`config.mk`:
```
export PLATFORM = sky130hd
export DESIGN_NAME = obpc_div
export DESIGN_NICKNAME = d
export VERILOG_FILES = /design/src/design/obpc_pkg.sv /design/src/design/obpc_div.sv
export SDC_FILE = /design/constraint.sdc
export NUM_CORES = 2
export LEC_CHECK = 0
export BUFFER_PORTS_ARGS = -buffer_cell sky130_fd_sc_hd__buf_2
export CAP_MARGIN = 20
export CORE_ASPECT_RATIO = 0.75
export CORE_MARGIN = 2
export CORE_UTILIZATION = 50
export DETAILED_ROUTE_END_ITERATION = 8
export HOLD_SLACK_MARGIN = 0.08
export PLACE_DENSITY_LB_ADDON = 0.15
export SLEW_MARGIN = 5
export SYNTH_ARGS = -nofsm -noshare
export SYNTH_HDL_FRONTEND = slang
export SYNTH_SLANG_ARGS = --single-unit
export TNS_END_PERCENT = 50
```
`constraint.sdc`:
```
create_clock -name clk -period 3.8 [get_ports clk]
set_input_delay 0.57 -clock clk [delete_from_list [all_inputs] [get_ports clk]]
set_output_delay 0.57 -clock clk [all_outputs]
set_load 0.1 [all_outputs]
```
`src/design/obpc_pkg.sv`:
```
package obpc_pkg;

  localparam int FRAC_BITS = 15;
  localparam int CHAN_W    = 16;
  localparam int ALPHA_W   = CHAN_W + 1;
  localparam int COL_W     = CHAN_W + 2;
  localparam int DVD_W     = COL_W + FRAC_BITS;
  localparam int DSR_W     = ALPHA_W;

  localparam logic [ALPHA_W-1:0] ONE = ALPHA_W'(1) << FRAC_BITS;

  // register indexes, byte address is index times four
  localparam logic [1:0] REG_CLAMP_LOW  = 2'd0;
  localparam logic [1:0] REG_CLAMP_HIGH = 2'd1;
  localparam logic [1:0] REG_ALPHA_TOL  = 2'd2;

  typedef logic [CHAN_W-1:0] chan_t;
  typedef logic [DVD_W-1:0]  dvd_t;
  typedef logic [DSR_W-1:0]  dsr_t;

endpackage

```
`src/design/obpc_div.sv`:
```
module obpc_div (
  input  logic             clk,
  input  logic             en,
  input  obpc_pkg::dvd_t   dividend,
  input  obpc_pkg::dsr_t   divisor,
  output obpc_pkg::dvd_t   quotient
);

  localparam int NB = obpc_pkg::DVD_W;
  localparam int RW = obpc_pkg::DSR_W;

  logic [RW-1:0] rem_s [NB+1];
  logic [NB-1:0] dvd_s [NB+1];
  logic [NB-1:0] quo_s [NB+1];
  logic [RW-1:0] dsr_s [NB+1];

  assign rem_s[0] = '0;
  assign dvd_s[0] = dividend;
  assign quo_s[0] = '0;
  assign dsr_s[0] = divisor;

  // one quotient bit per stage, restoring form
  for (genvar g = 0; g < NB; g++) begin : g_stage
    logic [RW:0]   trial;
    logic          fits;
    logic [RW-1:0] rem_next;

    always_comb begin
      trial    = {rem_s[g], dvd_s[g][NB-1]};
      fits     = trial >= {1'b0, dsr_s[g]};
      rem_next = fits ? RW'(trial - {1'b0, dsr_s[g]}) : trial[RW-1:0];
    end

    always_ff @(posedge clk) begin
      if (en) begin
        rem_s[g+1] <= rem_next;
        dvd_s[g+1] <= {dvd_s[g][NB-2:0], 1'b0};
        quo_s[g+1] <= {quo_s[g][NB-2:0], fits};
        dsr_s[g+1] <= dsr_s[g];
      end
    end
  end

  assign quotient = quo_s[NB];

endmodule
```
==> impl_metrics.env <==
export IMPL_setup_viol=0
export IMPL_post_synth_most_frequent_cells="sky130_fd_sc_hd__edfxtp_1, sky130_fd_sc_hd__inv_1, sky130_fd_sc_hd__ha_1"
export IMPL_synth_area_mux_share_pct=4.11
export IMPL_stdcell_area_um2=110000
export IMPL_yosys_warning_count=0
export IMPL_synth_ff_type="sky130_fd_sc_hd__edfxtp_1"
export IMPL_netlist_cell_type_count=91
export IMPL_vias_in_the_first_global_route=50900
export IMPL_synth_area_in_compound_gates_pct=8.96
export IMPL_tightestPinTransition_ns=1.07
export IMPL_setup_worst_path_start_class="flop"
export IMPL_setup_worst_path_class="flop to flop"
export IMPL_postSynthCellCount=6728
export IMPL_count_of_routing_violations_after_the_opening_detailed_route_iteration=4846
export IMPL_clkLatencyLatePin_ns=0.85
export IMPL_synth_area_per_cell_um2=14.5
export IMPL_post_route_period_util_pct=96.0
export IMPL_timing_critical_path_cells="inv_1 -> ha_1 -> inv_1 -> fa_1 -> a211oi_1 -> o21bai_1 -> a21oi_1 -> o31a_2 -> a21oi_1 -> a2111oi_0 -> o21ai_2 -> mux2_2"
export IMPL_yosysTopAreaCell="sky130_fd_sc_hd__edfxtp_1"
export IMPL_route_detailed_wl_per_inst_um=18.0
export IMPL_post_synth_top_area_fraction_pct=67.1
export IMPL_clk_path_buf_depth=3
export IMPL_hold_path_startpoint="en"
export IMPL_die_area_um2=198000
export IMPL_crit_family="compound AO/OA/AOI/OAI gates"
export IMPL_nets=7735
export IMPL_io_buffers=84
export IMPL_largest_family_of_logic_cells_by_synthesized_area="compound AO/OA/AOI/OAI gates"
export IMPL_cp_end_kind="flop"
export IMPL_pin_count_of_the_biggest_net_entering_global_routing=122
export IMPL_global_placement_routability_congestion=0.876
export IMPL_cts_htree_levels=4
export IMPL_ys_async_sr_fraction_pct=0
export IMPL_initial_antenna_violation_count=4
export IMPL_clock_sinks=2177
export IMPL_crit_path_largest_cell_delay_ns=0.48
export IMPL_synth_edff_count=2177
export IMPL_maxClockFrequency_ghz=0.274
export IMPL_avgViaCountPerCell=5.37
export IMPL_cts_tree="yes"
export IMPL_power_density_nw_per_um2=796
export IMPL_antenna_violating_nets_post_route=0
export IMPL_post_route_worst_setup_slack_ns=0.152
export IMPL_die_h_um=386
export IMPL_layout_area_overhead_vs_synth_pct=12.7
export IMPL_irDropWorstVdd_uv=468
export IMPL_post_synth_top_count_cell="sky130_fd_sc_hd__edfxtp_1"
export IMPL_r2r_start="dvd_s[725]"
export IMPL_grt_overflow_total=0
export IMPL_finalHoldViolCount=0
export IMPL_drive_above_1_share_pct=13.3
export IMPL_cp_num_buf_inv=2
export IMPL_dp_slack_ns=0.120
export IMPL_path_max_fanout=18
export IMPL_hpwlAfterDp_um=122000
export IMPL_critPathLaunch="dvd_s[725]"
export IMPL_ctsRootBufferMaster="sky130_fd_sc_hd__clkbuf_16"
export IMPL_die_width_um=514
export IMPL_required_time_of_the_critical_path_ns=4.38
export IMPL_final_period_minus_worst_setup_slack_ns=3.65
export IMPL_route_detailed_drc=0
export IMPL_synth_nets=7357
export IMPL_num_vias=52800
export IMPL_cap_violations=0
export IMPL_drt_first_pass_iters=6
export IMPL_ys_ff_latch=2177
export IMPL_p_leak_nw=42.3
export IMPL_worst_slew_margin_rel_pct=28.9
export IMPL_clk_pin_slew_ns=0.06
export IMPL_syn_cell_area_um2=97400
export IMPL_placement_cell_area_um2=102000
export IMPL_starting_utilization_of_the_core_area_pct=50.2
export IMPL_synth_simple_gate_area_share_pct=5.20
export IMPL_final_setup_tns_ns=0
export IMPL_grt_usage_pct=17.7
export IMPL_grt_pass1_wl_um=281000
export IMPL_ys_top_cells_by_area="sky130_fd_sc_hd__edfxtp_1, sky130_fd_sc_hd__ha_1, sky130_fd_sc_hd__mux2_2"
export IMPL_yosys_area_share_xor_xnor_pct=3.73
export IMPL_fp_row_count=140
export IMPL_ioPinCount=85
export IMPL_rsz0062_at_grt="false"
export IMPL_core_area_um2=194000
export IMPL_yosys_area_share_adder_pct=7.65
export IMPL_finClkSkew_ns=0.0532
export IMPL_holdCritPathClass="primary input to flop"
export IMPL_synth_seq_area_share_pct=67.1
export IMPL_cp_data_arrival_time_ns=4.23
export IMPL_final_max_slew_viol_count=0
export IMPL_antenna_diode_count=0
export IMPL_cts_inserted_buffers=212
export IMPL_status="complete, no violations"
export IMPL_finalWirelength_um=177000
export IMPL_slowest_cell_on_the_critical_path="sky130_fd_sc_hd__a2111oi_0"
worst register-to-register path, delay by kind of cell (launching register included):
kind            cells  cell delay, ns
mux                 1            0.42
buf+inv             2            0.13
compound gates      7            1.92
fa+ha+maj           2            0.59
flops               1            0.35
stage by stage:
| step | std cells | utilization [%] | power [mW] | hold slack (ns) |
|---|---|---|---|---|
| detailed placement | 9393 | 52.5 | 65.5 | 0.405 |
| CTS | 9835 | 56.6 | 87.9 | 0.161 |
| finish | 9840 | 56.6 | 87.4 | 0.206 |
| global placement | 9393 | 52.5 | 64.9 | 0.400 |
| floorplan | 6728 | - | 57.8 | 0.400 |
| global route | 9840 | 56.6 | 93.0 | 0.169 |
where the power goes:
| group | switching [mW] | leakage, nW | internal [mW] |
|---|---|---|---|
| clock network | 9.18 | 3.54 | 12.5 |
| logic | 16.1 | 17.5 | 14.4 |
| registers | 2.46 | 21.3 | 32.8 |
| total | 27.7 | 42.3 | 59.7 |
final timing paths:
kind	to	slack [ns]	cells past startpoint
max	g_stage[13].trial[5]	0.15	12
min	dvd_s[911]	0.21	1
max reg2reg	g_stage[13].trial[5]	0.15	12
min reg2reg	dvd_s[260]	0.38	0
flip-flops by register name, indices dropped and copies added, names as in the netlist:
name,cells
quotient,33
dsr_s,544
dvd_s,528
g_stage.trial,544
quo_s,528
kinds of logic (layout without fill, tap and decap cells):
family	Yosys count	count (layout)
adder cells (fa/ha/maj)	577	577
XOR/XNOR	415	415
flip-flops	2177	2177
AO/OA/AOI/OAI	1363	1363
multiplexers	352	352
AND/OR/NAND/NOR	1068	1071
buffers and inverters	776	1329
repair_timing:
item                                    in CTS  in global routing
endpoints found under the hold margin       50                  0
endpoints found under the setup margin       0                 64
hold buffers                                50                  0
resized for setup                            0                  6
setup buffers                                0                  1
routing by layer:
layer	global-route usage (%)	vias up	wire, um
met5	0	-	0
met4	4.02	0	3070
met3	3.29	242	9900
met2	24.5	1108	71800
met1	28.6	25600	92600
li1	-	25900	-
cell type report:
cell class / instances / area [um2]
sequential: 2177 / 65400
clock buffer: 236 / 5420
timing repair buffer: 260 / 2340
inverter: 677 / 2540
clock inverter: 156 / 1930
tap: 2556 / 3200
fill: 15300 / 84100
multi-input combinational: 3778 / 29000
cell usage in the layout, fill, tap and decap left out, drive strengths merged, types with 71 or more instances in the layout:
cell type,count
inv,680
o21ai,338
nand2,311
ha,546
xnor2,241
clkinv,104
nor3,90
a21o,176
nor2,297
buf,210
edfxtp,2177
a21oi,418
mux2,323
o21bai,71
clkbuf,236
xor2,174
(Power assumes the default switching activity.)
